==> config.mk <==
export PLATFORM = sky130hd
export DESIGN_NAME = button_debounce_long_press_flat
export DESIGN_NICKNAME = d
export VERILOG_FILES = /design/src/rtl/core/bdlp_pkg.sv /design/src/rtl/core/bdlp_in_if.sv /design/src/rtl/core/bdlp_out_if.sv /design/src/rtl/core/bdlp_cfg_if.sv /design/src/rtl/core/button_debounce_long_press.sv /design/src/rtl/core/bdlp_step.sv /design/src/flat_wrapper.sv
export SDC_FILE = /design/constraint.sdc
export NUM_CORES = 1
export LEC_CHECK = 0
export ABC_AREA = 1
export CORE_UTILIZATION = 55
export CTS_BUF_LIST = sky130_fd_sc_hd__clkbuf_4 sky130_fd_sc_hd__clkbuf_8
export CTS_CLUSTER_SIZE = 30
export DETAILED_ROUTE_END_ITERATION = 12
export DONT_BUFFER_PORTS = 1
export PLACE_DENSITY = 0.78
export SYNTH_ARGS = -nofsm -noshare
export SYNTH_HDL_FRONTEND = slang
export SYNTH_SLANG_ARGS = --single-unit
==> constraint.sdc <==
create_clock -name clk -period 8.15 [get_ports clk]
set_input_delay 0.4075 -clock clk [delete_from_list [all_inputs] [get_ports clk]]
set_output_delay 0.4075 -clock clk [all_outputs]
set_load 0.005 [all_outputs]
==> src/rtl/core/bdlp_pkg.sv <==
// Package for the button debouncer: constants, register codes and shared types.
package bdlp_pkg;

  localparam int TIME_BITS_DEF = 32;
  localparam int NOW_W         = 32;
  localparam int CFG_DATA_W    = 16;
  localparam int CFG_IDX_W     = 2;

  localparam logic [15:0] DEBOUNCE_MS_RST   = 16'd50;
  localparam logic [15:0] LONG_PRESS_MS_RST = 16'd700;
  localparam logic        LONG_ENABLE_RST   = 1'b1;

  localparam logic OP_POLL = 1'b0;
  localparam logic OP_EDGE = 1'b1;

  typedef enum logic [CFG_IDX_W-1:0] {
    CFG_DEBOUNCE_MS   = 2'd0,
    CFG_LONG_PRESS_MS = 2'd1,
    CFG_LONG_ENABLE   = 2'd2
  } cfg_idx_t;

  typedef struct packed {
    logic [15:0] debounce_ms;
    logic [15:0] long_press_ms;
    logic        long_press_enable;
  } cfg_t;

  typedef struct packed {
    logic short_press;
    logic long_press;
    logic is_pressed;
  } result_t;

endpackage

==> src/rtl/core/bdlp_in_if.sv <==
// Input item channel: op, millisecond tick and raw pin level.
interface bdlp_in_if;
  logic                      valid;
  logic                      ready;
  logic                      op;
  logic [bdlp_pkg::NOW_W-1:0] now_ms;
  logic                      pin_high;

  modport source (output valid, op, now_ms, pin_high, input ready);
  modport sink   (input valid, op, now_ms, pin_high, output ready);
endinterface

==> src/rtl/core/bdlp_out_if.sv <==
// Result channel: press pulses and debounced state.
interface bdlp_out_if;
  logic valid;
  logic ready;
  logic short_press;
  logic long_press;
  logic is_pressed;

  modport source (output valid, short_press, long_press, is_pressed, input ready);
  modport sink   (input valid, short_press, long_press, is_pressed, output ready);
endinterface

==> src/rtl/core/bdlp_cfg_if.sv <==
// Configuration write channel: register index and write data.
interface bdlp_cfg_if;
  logic                           valid;
  logic                           ready;
  logic [bdlp_pkg::CFG_IDX_W-1:0]  index;
  logic [bdlp_pkg::CFG_DATA_W-1:0] data;

  modport source (output valid, index, data, input ready);
  modport sink   (input valid, index, data, output ready);
endinterface

==> src/rtl/core/button_debounce_long_press.sv <==
// Top level of the button debouncer with long-press detection.
// Pipeline: a word is registered in the input stage, then its result in the result stage.
// Throughput: one word per cycle while result.ready does not stall; debounce state is
// updated in the result stage by one subtract-and-compare, and the next word reads it.
// Reset (rst, synchronous): registers back to 50 / 700 / enabled, button
// released, nothing pending, tick zero, both pipeline stages empty.
module button_debounce_long_press #(
  parameter int TIME_BITS = bdlp_pkg::TIME_BITS_DEF
) (
  input logic       clk,
  input logic       rst,
  bdlp_in_if.sink   item,
  bdlp_out_if.source result,
  bdlp_cfg_if.sink  cfg
);

  bdlp_pkg::cfg_t cfg_regs;

  logic                       s1_valid;
  logic                       s1_op;
  logic [bdlp_pkg::NOW_W-1:0] s1_now_ms;
  logic                       s1_pin_high;

  logic                 out_valid;
  bdlp_pkg::result_t    out_data;

  logic [TIME_BITS-1:0] last_event_time;
  logic                 stable_pressed;
  logic                 press_open;
  logic [TIME_BITS-1:0] last_event_time_next;
  logic                 stable_pressed_next;
  logic                 press_open_next;
  bdlp_pkg::result_t    step_result;

  logic advance;
  logic fire;

  assign cfg.ready = 1'b1;

  always_ff @(posedge clk) begin
    if (rst) begin
      cfg_regs.debounce_ms       <= bdlp_pkg::DEBOUNCE_MS_RST;
      cfg_regs.long_press_ms     <= bdlp_pkg::LONG_PRESS_MS_RST;
      cfg_regs.long_press_enable <= bdlp_pkg::LONG_ENABLE_RST;
    end else if (cfg.valid) begin
      unique case (cfg.index)
        bdlp_pkg::CFG_DEBOUNCE_MS:   cfg_regs.debounce_ms       <= cfg.data;
        bdlp_pkg::CFG_LONG_PRESS_MS: cfg_regs.long_press_ms     <= cfg.data;
        bdlp_pkg::CFG_LONG_ENABLE:   cfg_regs.long_press_enable <= cfg.data[0];
        default: ;
      endcase
    end
  end

  assign advance    = !out_valid || result.ready;
  assign fire       = s1_valid && advance;
  assign item.ready = !s1_valid || advance;

  always_ff @(posedge clk) begin
    if (rst) begin
      s1_valid <= 1'b0;
    end else if (item.ready) begin
      s1_valid <= item.valid;
    end
  end

  always_ff @(posedge clk) begin
    if (item.ready && item.valid) begin
      s1_op       <= item.op;
      s1_now_ms   <= item.now_ms;
      s1_pin_high <= item.pin_high;
    end
  end

  bdlp_step #(
    .TIME_BITS(TIME_BITS)
  ) u_step (
    .cfg                  (cfg_regs),
    .op                   (s1_op),
    .now_ms               (s1_now_ms),
    .pin_high             (s1_pin_high),
    .last_event_time      (last_event_time),
    .stable_pressed       (stable_pressed),
    .press_open           (press_open),
    .last_event_time_next (last_event_time_next),
    .stable_pressed_next  (stable_pressed_next),
    .press_open_next      (press_open_next),
    .result               (step_result)
  );

  always_ff @(posedge clk) begin
    if (rst) begin
      last_event_time <= '0;
      stable_pressed  <= 1'b0;
      press_open      <= 1'b0;
      out_valid       <= 1'b0;
    end else begin
      if (fire) begin
        last_event_time <= last_event_time_next;
        stable_pressed  <= stable_pressed_next;
        press_open      <= press_open_next;
      end
      if (advance) begin
        out_valid <= s1_valid;
      end
    end
  end

  always_ff @(posedge clk) begin
    if (fire) begin
      out_data <= step_result;
    end
  end

  assign result.valid       = out_valid;
  assign result.short_press = out_data.short_press;
  assign result.long_press  = out_data.long_press;
  assign result.is_pressed  = out_data.is_pressed;

  a_pulse_excl: assert property (@(posedge clk) disable iff (rst)
    out_valid |-> !(out_data.short_press && out_data.long_press))
    else $error("short and long press pulses on one word");

  a_pending_pressed: assert property (@(posedge clk) disable iff (rst)
    press_open |-> stable_pressed)
    else $error("press pending while released");

  a_time_hold: assert property (@(posedge clk) disable iff (rst)
    !fire |=> $stable(last_event_time))
    else $error("event time changed without a word in the result stage");

  a_release_clears: assert property (@(posedge clk) disable iff (rst)
    (out_valid && !out_data.is_pressed) |-> !press_open)
    else $error("pending press survives a release");

endmodule

==> src/rtl/core/bdlp_step.sv <==
// Per-word decision logic: time gate, state guard and press classification.
module bdlp_step #(
  parameter int TIME_BITS = bdlp_pkg::TIME_BITS_DEF
) (
  input  bdlp_pkg::cfg_t          cfg,
  input  logic                    op,
  input  logic [bdlp_pkg::NOW_W-1:0] now_ms,
  input  logic                    pin_high,
  input  logic [TIME_BITS-1:0]    last_event_time,
  input  logic                    stable_pressed,
  input  logic                    press_open,
  output logic [TIME_BITS-1:0]    last_event_time_next,
  output logic                    stable_pressed_next,
  output logic                    press_open_next,
  output bdlp_pkg::result_t       result
);

  logic [TIME_BITS-1:0] now_t;
  logic [TIME_BITS-1:0] elapsed;
  logic                 debounce_ok;
  logic                 long_ok;
  logic                 pending_mid;

  assign now_t       = TIME_BITS'(now_ms);
  assign elapsed     = now_t - last_event_time;
  assign debounce_ok = elapsed >= TIME_BITS'(cfg.debounce_ms);
  assign long_ok     = elapsed >= TIME_BITS'(cfg.long_press_ms);

  always_comb begin
    last_event_time_next = last_event_time;
    stable_pressed_next  = stable_pressed;
    press_open_next      = press_open;
    result.short_press   = 1'b0;
    result.long_press    = 1'b0;
    pending_mid          = press_open;
    if (op == bdlp_pkg::OP_EDGE) begin
      if (debounce_ok && !stable_pressed) begin
        last_event_time_next = now_t;
        stable_pressed_next  = 1'b1;
        if (cfg.long_press_enable) begin
          press_open_next = 1'b1;
        end else begin
          result.short_press = 1'b1;
        end
      end
    end else if (stable_pressed) begin
      // promotion is checked before release
      if (press_open && long_ok) begin
        pending_mid       = 1'b0;
        result.long_press = 1'b1;
      end
      press_open_next = pending_mid;
      if (pin_high && debounce_ok) begin
        stable_pressed_next  = 1'b0;
        press_open_next      = 1'b0;
        result.short_press   = pending_mid;
        last_event_time_next = now_t;
      end
    end
    result.is_pressed = stable_pressed_next;
  end

endmodule

==> src/flat_wrapper.sv <==
// flat-port wrapper written by rule: the top's interface ports become plain ports
module button_debounce_long_press_flat 
#(
  parameter int TIME_BITS = bdlp_pkg::TIME_BITS_DEF
)
  (clk, rst, item_valid, item_op, item_now_ms, item_pin_high, item_ready, result_valid, result_short_press, result_long_press, result_is_pressed, result_ready, cfg_valid, cfg_index, cfg_data, cfg_ready);
  bdlp_in_if item_i ();
  bdlp_out_if result_i ();
  bdlp_cfg_if cfg_i ();
  input logic clk;
  input logic rst;
  input wire logic [$bits(item_i.valid)-1:0] item_valid;
  input wire logic [$bits(item_i.op)-1:0] item_op;
  input wire logic [$bits(item_i.now_ms)-1:0] item_now_ms;
  input wire logic [$bits(item_i.pin_high)-1:0] item_pin_high;
  output wire logic [$bits(item_i.ready)-1:0] item_ready;
  output wire logic [$bits(result_i.valid)-1:0] result_valid;
  output wire logic [$bits(result_i.short_press)-1:0] result_short_press;
  output wire logic [$bits(result_i.long_press)-1:0] result_long_press;
  output wire logic [$bits(result_i.is_pressed)-1:0] result_is_pressed;
  input wire logic [$bits(result_i.ready)-1:0] result_ready;
  input wire logic [$bits(cfg_i.valid)-1:0] cfg_valid;
  input wire logic [$bits(cfg_i.index)-1:0] cfg_index;
  input wire logic [$bits(cfg_i.data)-1:0] cfg_data;
  output wire logic [$bits(cfg_i.ready)-1:0] cfg_ready;
  assign item_i.valid = item_valid;
  assign item_i.op = item_op;
  assign item_i.now_ms = item_now_ms;
  assign item_i.pin_high = item_pin_high;
  assign item_ready = item_i.ready;
  assign result_valid = result_i.valid;
  assign result_short_press = result_i.short_press;
  assign result_long_press = result_i.long_press;
  assign result_is_pressed = result_i.is_pressed;
  assign result_i.ready = result_ready;
  assign cfg_i.valid = cfg_valid;
  assign cfg_i.index = cfg_index;
  assign cfg_i.data = cfg_data;
  assign cfg_ready = cfg_i.ready;
  button_debounce_long_press #(.TIME_BITS(TIME_BITS)) u_core (.clk(clk), .rst(rst), .item(item_i), .result(result_i), .cfg(cfg_i));
endmodule
==> flow_summary.yaml, run 1 <==
power:
  p_leak_nw: 3.88
  combPwrFrac: 0.301
  pwr-share-seq: 0.467
  vdd_drop_max_mv: 0.132
  clkPwrFrac: 0.231
  power.switching_mw: 0.442
  p_per_area_mw_per_mm2: 167
  p_int_mw: 0.831
  p_sw_frac: 0.347
synth:
  yosysWarnings: 0
  yosysTopAreaCell: "dfxtp_1"
  synth_top_cell_area_share: 0.188
  syn_area_per_cell_um2: 6.83
  synth_seq_cells: 106
  synth_cells: 1078
  yosysSeqAreaShare: 0.338
  netlist_area_mm2: 0.00737
  synth_flop_cell: "dfxtp_1"
  async_flop_share: 0
  synth_area_leaders: "dfxtp_1 19%, nand2_1 16%, edfxtp_1 15%"
  syn_nets: 1199
  yosysUniqueCellTypes: 38
  synth_edf_count: 37
worst_setup_path:
  critPathSlowestCell: "nor2_4"
  crit_fanout: 33
  worstPathArrival_ps: 4650
  setup.worst_path.end_class: "register"
  cp_cell_sequence: "inv_1 > ha_1 > fa_1 > inv_1 > nand3_1 > nand3_1 > nand2_1 > nand2_1 > xor2_1 > ha_1 > a21oi_1 > nor3_1 > a211oi_1 > nand2_1 > a21oi_1 > nand3_4 > nand3_4 > nand2_4 > inv_2 > nor2_4 > nor2_1 > nor2_1"
  path_class: "register to register"
  crit_required_ps: 8470
  r2r_slack_ps: 3820
  slowest_delay_ps: 870
  cpMostUsedCell: "nand2_1"
  start_kind: "register"
timing:
  drv_slew: 0
  tns_ps: 0
  fin_crit_ps: 4330
  max_freq_mhz: 231
  clock_skew_ps: 16.5
  layout_setup_ws_ps: 3820
  finalHoldViolations: 0
  slew_headroom: 0.230
  rsz0062_at_grt: "no"
  worst_pin_slew_ps: 1150
  holdWs_ps: 81.3
  fin_crit_sh: 0.531
  setup_viol: 0
global_route:
  grt_overflow: 0
  antenna_found_initial: 1
  grt_use_total: 0.242
  grt_pass1_wl_um: 26900
  grt_max_degree: 66
  first_global_vias: 5829
drt:
  drt-initial-drc-count: 441
  post-route-drc-count: 0
  firstDrtPassIters: 5
  wire_per_inst_um: 12.6
  vias: 6297
  via_per_inst: 5.04
  totalWireLength_um: 15800
  antenna_left: 0
place:
  dp_slack_ps: 3810
  dp.cells: 1233
  routabilityCongestion: 0.939
  place_hpwl_um: 12200
  portBuffers: 0
floorplanning:
  die-area_mm2: 0.0139
  rows: 41
  die_x_um: 118
  start_util: 0.574
  top_level_ports: 63
  core-area_mm2: 0.0128
  dieHeight_um: 118
cts:
  clk_pin_slew_ps: 90
  clk_latency_ps: 390
  h-tree-depth: 3
  ctsResizeCount: 0
  clockBufferDepth: 2
  ctsRootBufferMaster: "clkbuf_8"
  cts_tree: "yes"
  post-cts-setup-buffers: 0
  ctsHoldBuffers: 0
  cts_inserted_buffers: 9
  clkSinkCount: 106
worst_hold_path:
  hold_path.class: "input pin to register"
cells_and_area:
  drive_gt1_frac: 0.0715
  final_common_cell: "nand2_1"
  final_nets: 1193
  syn_to_final_growth_pct: 3.67
  final_cell_mix: "312 x nand2_1, 227 x inv_1, 86 x nor2_1"
  fin_cells: 1250
  finish.utilization: 0.595
flow_run:
  maxCapViolations: 0
outcome:
  status: "completed"
[final cells by class]
type	count	area, µm²
sequential	106	2490
antenna	1	2.50
fill	1230	5190
inverter	231	867
multi-input combinational	720	3860
tap	172	215
clock buffer	10	131
clock inverter	6	41.3
timing repair buffer	4	30.0
[cells in the mapped netlist (3+ instances only)]
library cell / n
a211oi_1: 4
a21oi_1: 54
buf_6: 9
clkbuf_1: 11
dfxtp_1: 69
edfxtp_1: 37
ha_1: 63
inv_1: 228
inv_2: 3
nand2_1: 312
nand2_2: 6
nand3_1: 61
nand3b_1: 4
nand4_1: 7
nor2_1: 86
nor2_2: 38
nor3_1: 10
o211ai_1: 9
o21ai_0: 29
xor2_1: 13
[critical path: cells and delay by family, from the launching register on]
kind                     cells  cell delay, ps
buffers and inverters        3             250
AND/OR/NAND/NOR             12            2300
adder cells (fa/ha/maj)      3             830
XOR/XNOR                     1             270
flip-flops                   1             340
AO/OA/AOI/OAI                3             260
[state kept, by name, indices dropped and copies added, names as in the netlist]
signal	flops
u_core.cfg_regs	33
u_core.last_event_time	32
u_core.s1_now_ms	32
u_core.press_open	1
u_core.result.is_pressed	1
u_core.result.long_press	1
u_core.result.short_press	1
u_core.result.valid	1
u_core.s1_op	1
u_core.s1_pin_high	1
u_core.s1_valid	1
u_core.stable_pressed	1
[worst paths after layout]
kind / depth (start not counted) / startpoint / endpoint
setup / recovery: 22 / u_core.s1_now_ms[0] / u_core.last_event_time[22]
hold / removal: 1 / rst / u_core.s1_valid
hold reg to reg: 2 / u_core.cfg_regs[16] / u_core.cfg_regs[16]
setup reg to reg: 22 / u_core.s1_now_ms[0] / u_core.last_event_time[22]
[power groups by stage]
stage	Sequential [mW]	Clock [mW]	Combinational (mW)
floorplan	0.603	0	0.303
global placement	0.606	0	0.370
detailed placement	0.607	0	0.378
CTS	0.595	0.305	0.381
global route	0.599	0.323	0.444
finish	0.595	0.294	0.383
[cells by family after synthesis]
logic type | synth area share
flip-flops | 0.338
adder cells (fa/ha/maj) | 0.110
other | 0.000509
XOR/XNOR | 0.0178
AO/OA/AOI/OAI | 0.0810
AND/OR/NAND/NOR | 0.314
buffers and inverters | 0.138
[metal layers]
layer | up-vias | part of all wire | GRT usage
li1 | 3318 | - | -
met1 | 2800 | 0.50 | 0.335
met2 | 153 | 0.42 | 0.368
met3 | 26 | 0.059 | 0.0528
met4 | 0 | 0.024 | 0.0881
met5 | - | 0 | 0
[stage by stage]
stage | total power, mW | instance area (µm²)
final | 1.27 | 7640
after global routing | 1.37 | 7630
after detailed placement | 0.985 | 7460
after global placement | 0.977 | 7460
after floorplan | 0.906 | 7370
after CTS | 1.28 | 7630
No activity file was read; power rests on OpenSTA's default activity.
==> run 2, diff against run 1 <==
--- a/config.mk
+++ b/config.mk
@@ -11,7 +11,7 @@
 export CTS_CLUSTER_SIZE = 30
 export DETAILED_ROUTE_END_ITERATION = 12
 export DONT_BUFFER_PORTS = 1
-export PLACE_DENSITY = 0.78
+export PLACE_DENSITY = 0.81
 export SYNTH_ARGS = -nofsm -noshare
 export SYNTH_HDL_FRONTEND = slang
 export SYNTH_SLANG_ARGS = --single-unit
==> constraint.sdc (replaced) <==
create_clock -name clk -period 3.9 [get_ports clk]
set_input_delay 0.195 -clock clk [delete_from_list [all_inputs] [get_ports clk]]
set_output_delay 0.195 -clock clk [all_outputs]
set_load 0.005 [all_outputs]
==> run 2 against run 1 <==
  * Fmax rose by 20%
  * Sequential cell count did not move
  * Non-clock buffer count grew 58
  * Via count increased by 6.0%
  * Sequential share of layout area fell by 2.5 points
  * Global-route usage rose by 1.3 points
  * Largest cell class unchanged
==> flow_summary.yaml, run 2 (synthesis gave the netlist of run 1 again) <==
outcome:
  status: "completed"
cells_and_area:
  final_cell_mix: "312 x nand2_1, 228 x inv_1, 86 x nor2_1"
  largest_reg_flops: 33
  n_antenna_cell: 0
  syn_to_final_growth_pct: 12.3
  finish.utilization: 0.645
  design_area_mm2: 0.00827
  final_common_cell: "nand2_1"
  fin_cells: 1309
  final_nets: 1253
  regMostFlops: "u_core.cfg_regs"
  drive_gt1_frac: 0.0792
  reg_top3: "u_core.cfg_regs: 33 flops, u_core.last_event_time: 32 flops, u_core.s1_now_ms: 32 flops"
worst_setup_path:
  start_kind: "register"
  r2r-end: "u_core.last_event_time[0]"
  path_class: "register to register"
  r2r-start: "u_core.s1_now_ms[6]"
  setup.worst_path.end_class: "register"
  r2r_cells: 22
  crit_required_ps: 4240
  r2r_slack_ps: 280
  crit_fanout: 16
  worstPathArrival_ps: 3960
cts:
  clkSinkCount: 106
  h-tree-depth: 3
  ctsRootBufferMaster: "clkbuf_8"
  clockBufferDepth: 2
  clk_latency_ps: 390
  cts_inserted_buffers: 9
  clk_pin_slew_ps: 100
  cts_tree: "yes"
global_route:
  grt_pass1_wl_um: 28100
  antenna_found_initial: 0
  first_global_vias: 6082
  grt_max_degree: 38
  grt_overflow: 0
  grt_use_total: 0.254
timing:
  clock_skew_ps: 5.80
  drv_slew: 0
  rsz0062_at_grt: "no"
  holdWs_ps: 18.8
  fin_crit_ps: 3620
  slew_headroom: 0.231
  setup_viol: 0
  worst_pin_slew_ps: 1150
  tns_ps: 0
  fin_crit_sh: 0.929
  max_freq_mhz: 276
  finalHoldViolations: 0
floorplanning:
  core-area_mm2: 0.0128
  rows: 41
  dieHeight_um: 118
  die-area_mm2: 0.0139
  die_x_um: 118
  start_util: 0.574
  top_level_ports: 63
drt:
  antenna_left: 0
  firstDrtPassIters: 7
  post-route-drc-count: 0
  vias: 6673
  totalWireLength_um: 17100
  drt-initial-drc-count: 571
  wire_per_inst_um: 13.0
  via_per_inst: 5.10
flow_run:
  maxCapViolations: 0
worst_hold_path:
  min_to: "u_core.cfg_regs[25]"
  whs_path_depth: 2
  worstHoldStart: "cfg_data[8]"
  hold_path.class: "input pin to register"
place:
  placed_area_mm2: 0.00751
  dp.cells: 1239
  place_hpwl_um: 12800
  portBuffers: 0
  routabilityCongestion: 0.955
power:
  p_per_area_mw_per_mm2: 339
  vdd_drop_max_mv: 0.220
  p_leak_nw: 4.16
==> run 2: cell types whose count changed in the layout (fill, tap and decap cells not counted), sizes merged, moves of 2 or more <==
cell / change
dlygate4sd3: +51
buf: +7
clkinv: -2
inv: +2
==> run 2: stage by stage <==
stage          worst slack [ps]  total power, mW
4_1_cts                    5.62             2.79
6_report                    278             2.80
3_3_place_gp               60.3             2.05
5_1_grt                    16.7             2.99
3_5_place_dp               3.22             2.08
2_1_floorplan               873             1.89
==> run 2: how the worst max path moves through the flow <==
stage,start,end,depth (start not counted)
finish,u_core.s1_now_ms[6],u_core.last_event_time[0],22
global route,u_core.s1_now_ms[6],u_core.last_event_time[29],23
CTS,u_core.s1_now_ms[2],u_core.last_event_time[9],21
detailed placement,u_core.s1_now_ms[2],u_core.last_event_time[22],21
global placement,u_core.s1_now_ms[2],u_core.last_event_time[22],21
floorplan,u_core.s1_now_ms[2],u_core.last_event_time[1],22
==> run 2: layout make-up <==
class                   instances  area, µm²
inverters                     231        867
well taps                     172        215
repair buffers                 62        606
clock buffers                   9        124
clock inverters                 7       67.6
flip-flops and latches        106       2490
fillers                      1156       4550
multi-input cells             722       3900
==> run 2: per-layer routing <==
layer | routed length [µm] | vias up | GRT usage
met2 | 7450 | 204 | 0.398
met1 | 8150 | 3003 | 0.350
li1 | - | 3442 | -
met3 | 1180 | 24 | 0.0494
met5 | 0 | - | 0
met4 | 283 | 0 | 0.0849
==> run 2: timing repair <==
item	in CTS	in global routing
pin swaps	1	1
hold buffers	51	0
gates resized for setup	0	6
gates cloned	1	1
hold endpoints to repair	63	0
setup endpoints to repair	2	32
buffers inserted	0	1
==> run 2: critical path, stage by stage, from the launching register on <==
cell	delay (ps)
edfxtp_1	420
ha_1	400
nand2_1	120
nor2_1	160
nand2_1	80
nand2_2	110
nand2_1	60
nand2_1	100
xor2_1	280
ha_1	310
inv_1	80
nor3_1	50
a211oi_1	210
nand2_1	100
a21oi_2	240
nand3_4	150
nand2_4	90
buf_4	150
a21oi_4	70
buf_12	170
nand3_1	80
nand2_1	60
nor2_1	90
==> run 2: power breakdown <==
group	leakage (nW)	switching [mW]	internal, mW
clock network	0.104	0.384	0.297
logic	3.13	0.540	0.335
registers	0.926	0.0381	1.21
==> run 3, diff against run 2 <==
--- a/config.mk
+++ b/config.mk
@@ -6,12 +6,13 @@
 export NUM_CORES = 1
 export LEC_CHECK = 0
 export ABC_AREA = 1
+export ABC_CLOCK_PERIOD_IN_PS = 3900
 export CORE_UTILIZATION = 55
 export CTS_BUF_LIST = sky130_fd_sc_hd__clkbuf_4 sky130_fd_sc_hd__clkbuf_8
 export CTS_CLUSTER_SIZE = 30
 export DETAILED_ROUTE_END_ITERATION = 12
 export DONT_BUFFER_PORTS = 1
-export PLACE_DENSITY = 0.81
+export PLACE_DENSITY = 0.73
 export SYNTH_ARGS = -nofsm -noshare
 export SYNTH_HDL_FRONTEND = slang
 export SYNTH_SLANG_ARGS = --single-unit
==> run 3 against run 2 <==
  * Count of clock-buffer cells in the layout unchanged
  * Via count fell by 3.9%
  * Highest routed layer unchanged
  * Register-to-register slack about the same
  * Setup slack better by 9.7 ps
  * Sequential cell count unchanged
  * First-iteration DRC count is 36% lower
  * Combinational power decreased by 0.7%
  * Sequential power is essentially flat
  * Sequential share of layout area about the same
==> flow_summary.yaml, run 3 (synthesis gave the netlist of run 1 again) <==
outcome:
  status: "completed"
cells_and_area:
  n_antenna_cell: 0
  syn_to_final_growth_pct: 12.4
  largest_reg_flops: 33
  final_nets: 1248
  finish.utilization: 0.645
  drive_gt1_frac: 0.0813
  regMostFlops: "u_core.cfg_regs"
  final_cell_mix: "311 x nand2_1, 227 x inv_1, 84 x nor2_1"
  reg_top3: "u_core.cfg_regs: 33 flops, u_core.last_event_time: 32 flops, u_core.s1_now_ms: 32 flops"
  final_common_cell: "nand2_1"
  fill_cells: 1168
worst_hold_path:
  hold_path.class: "input pin to register"
  worstHoldStart: "cfg_data[12]"
timing:
  fin_crit_ps: 3610
  max_freq_mhz: 277
  fin_crit_sh: 0.926
  finalHoldViolations: 0
  clock_skew_ps: 8.12
  tns_ps: 0
  worst_pin_slew_ps: 1070
  slew_headroom: 0.288
  drv_slew: 0
  setup_viol: 0
  rsz0062_at_grt: "no"
cts:
  cts_tree: "yes"
  clockBufferDepth: 2
  clk_pin_slew_ps: 100
  clk_latency_ps: 390
  h-tree-depth: 3
  ctsRootBufferMaster: "clkbuf_8"
  cts_inserted_buffers: 9
  post-cts-setup-buffers: 0
  clkSinkCount: 106
global_route:
  antenna_found_initial: 0
  grt_use_total: 0.242
  first_global_vias: 5843
  grt_overflow: 0
  grt_max_degree: 66
  grt_pass1_wl_um: 27100
floorplanning:
  dieHeight_um: 118
  die-area_mm2: 0.0139
  top_level_ports: 63
  die_x_um: 118
  start_util: 0.574
  core-area_mm2: 0.0128
  rows: 41
place:
  portBuffers: 0
  place_hpwl_um: 12300
  routabilityCongestion: 0.945
drt:
  vias: 6415
  wire_per_inst_um: 12.4
  totalWireLength_um: 16200
  via_per_inst: 4.92
  antenna_left: 0
  drt-initial-drc-count: 363
  firstDrtPassIters: 5
  post-route-drc-count: 0
worst_setup_path:
  setup.worst_path.end_class: "register"
  r2r-start: "u_core.s1_now_ms[5]"
  crit_fanout: 32
  crit_required_ps: 4190
  path_class: "register to register"
  worstPathArrival_ps: 3910
  start_kind: "register"
  crit_path_start: "u_core.s1_now_ms[5]"
power:
  vdd_drop_max_mv: 0.208
  pwr-share-seq: 0.452
  p_sw_frac: 0.353
  p_per_area_mw_per_mm2: 333
  p_leak_nw: 4.13
  combPwrFrac: 0.316
  power.switching_mw: 0.973
  clkPwrFrac: 0.232
  p_int_mw: 1.78
flow_run:
  maxCapViolations: 0
run 3: final timing paths:
| path | to | slack [ps] | depth (start not counted) |
|---|---|---|---|
| setup / recovery | u_core.last_event_time[22] | 290 | 22 |
| hold reg to reg | u_core.cfg_regs[32] | 470 | 2 |
| hold / removal | u_core.cfg_regs[13] | 10 | 2 |
| setup reg to reg | u_core.last_event_time[22] | 290 | 22 |
run 3: power by group through the flow:
stage | combinational, mW | sequential [mW] | clock, mW
final | 0.869 | 1.24 | 0.639
after global routing | 1.00 | 1.25 | 0.689
after detailed placement | 0.800 | 1.27 | 0
after CTS | 0.847 | 1.24 | 0.654
after global placement | 0.784 | 1.27 | 0
after floorplan | 0.633 | 1.26 | 0
run 3: layout make-up:
| cell class | instances | area, µm² | area share |
|---|---|---|---|
| inverter | 231 | 867 | 0.105 |
| clock inverter | 7 | 52.6 | 0.00635 |
| clock buffer | 9 | 124 | 0.0150 |
| sequential | 106 | 2490 | 0.301 |
| tap | 172 | 215 | 0.0260 |
| multi-input combinational | 720 | 3920 | 0.473 |
| timing repair buffer | 59 | 611 | 0.0738 |
run 3: worst max-delay path, cell delays in order, from the launching register on:
cell and delay [ps]:
edfxtp_1 410, ha_1 410, nand2_1 130, nor2_1 170, nand2_1 80, nand2_2 110
nand2_1 60, nand2_1 100, xor2_1 260, ha_1 300, inv_1 80, nor3_1 60
a211oi_1 180, nand2_1 130, a21oi_4 200, nand3_4 140, nand3_4 100, nand2_4 120
inv_2 100, nor2_4 40, buf_12 180, nor2_1 110, nor2_1 50
run 3: repair_timing:
item | CTS | global route
setup endpoints to repair | 0 | 34
hold buffers | 52 | 0
gates resized for setup | 0 | 13
endpoints found under the hold margin | 60 | 0
run 3: metal layers:
layer,global-route usage,vias up,wire length [µm]
met5,0,-,0
met4,0.0809,0,250
met3,0.0431,18,623
met2,0.378,103,7010
met1,0.338,2870,8320
li1,-,3424,-
run 3: stage by stage:
step	cell area, µm²	setup WS [ps]	total power, mW	std cells	hold WS, ps
final	8280	288	2.75	1304	10.4
after global routing	8280	9.65	2.95	1304	27.1
after CTS	8220	73.7	2.75	1304	0.154
after detailed placement	7520	130	2.07	1236	266
after global placement	7520	216	2.05	1236	268
after floorplan	7370	873	1.89	1078	264
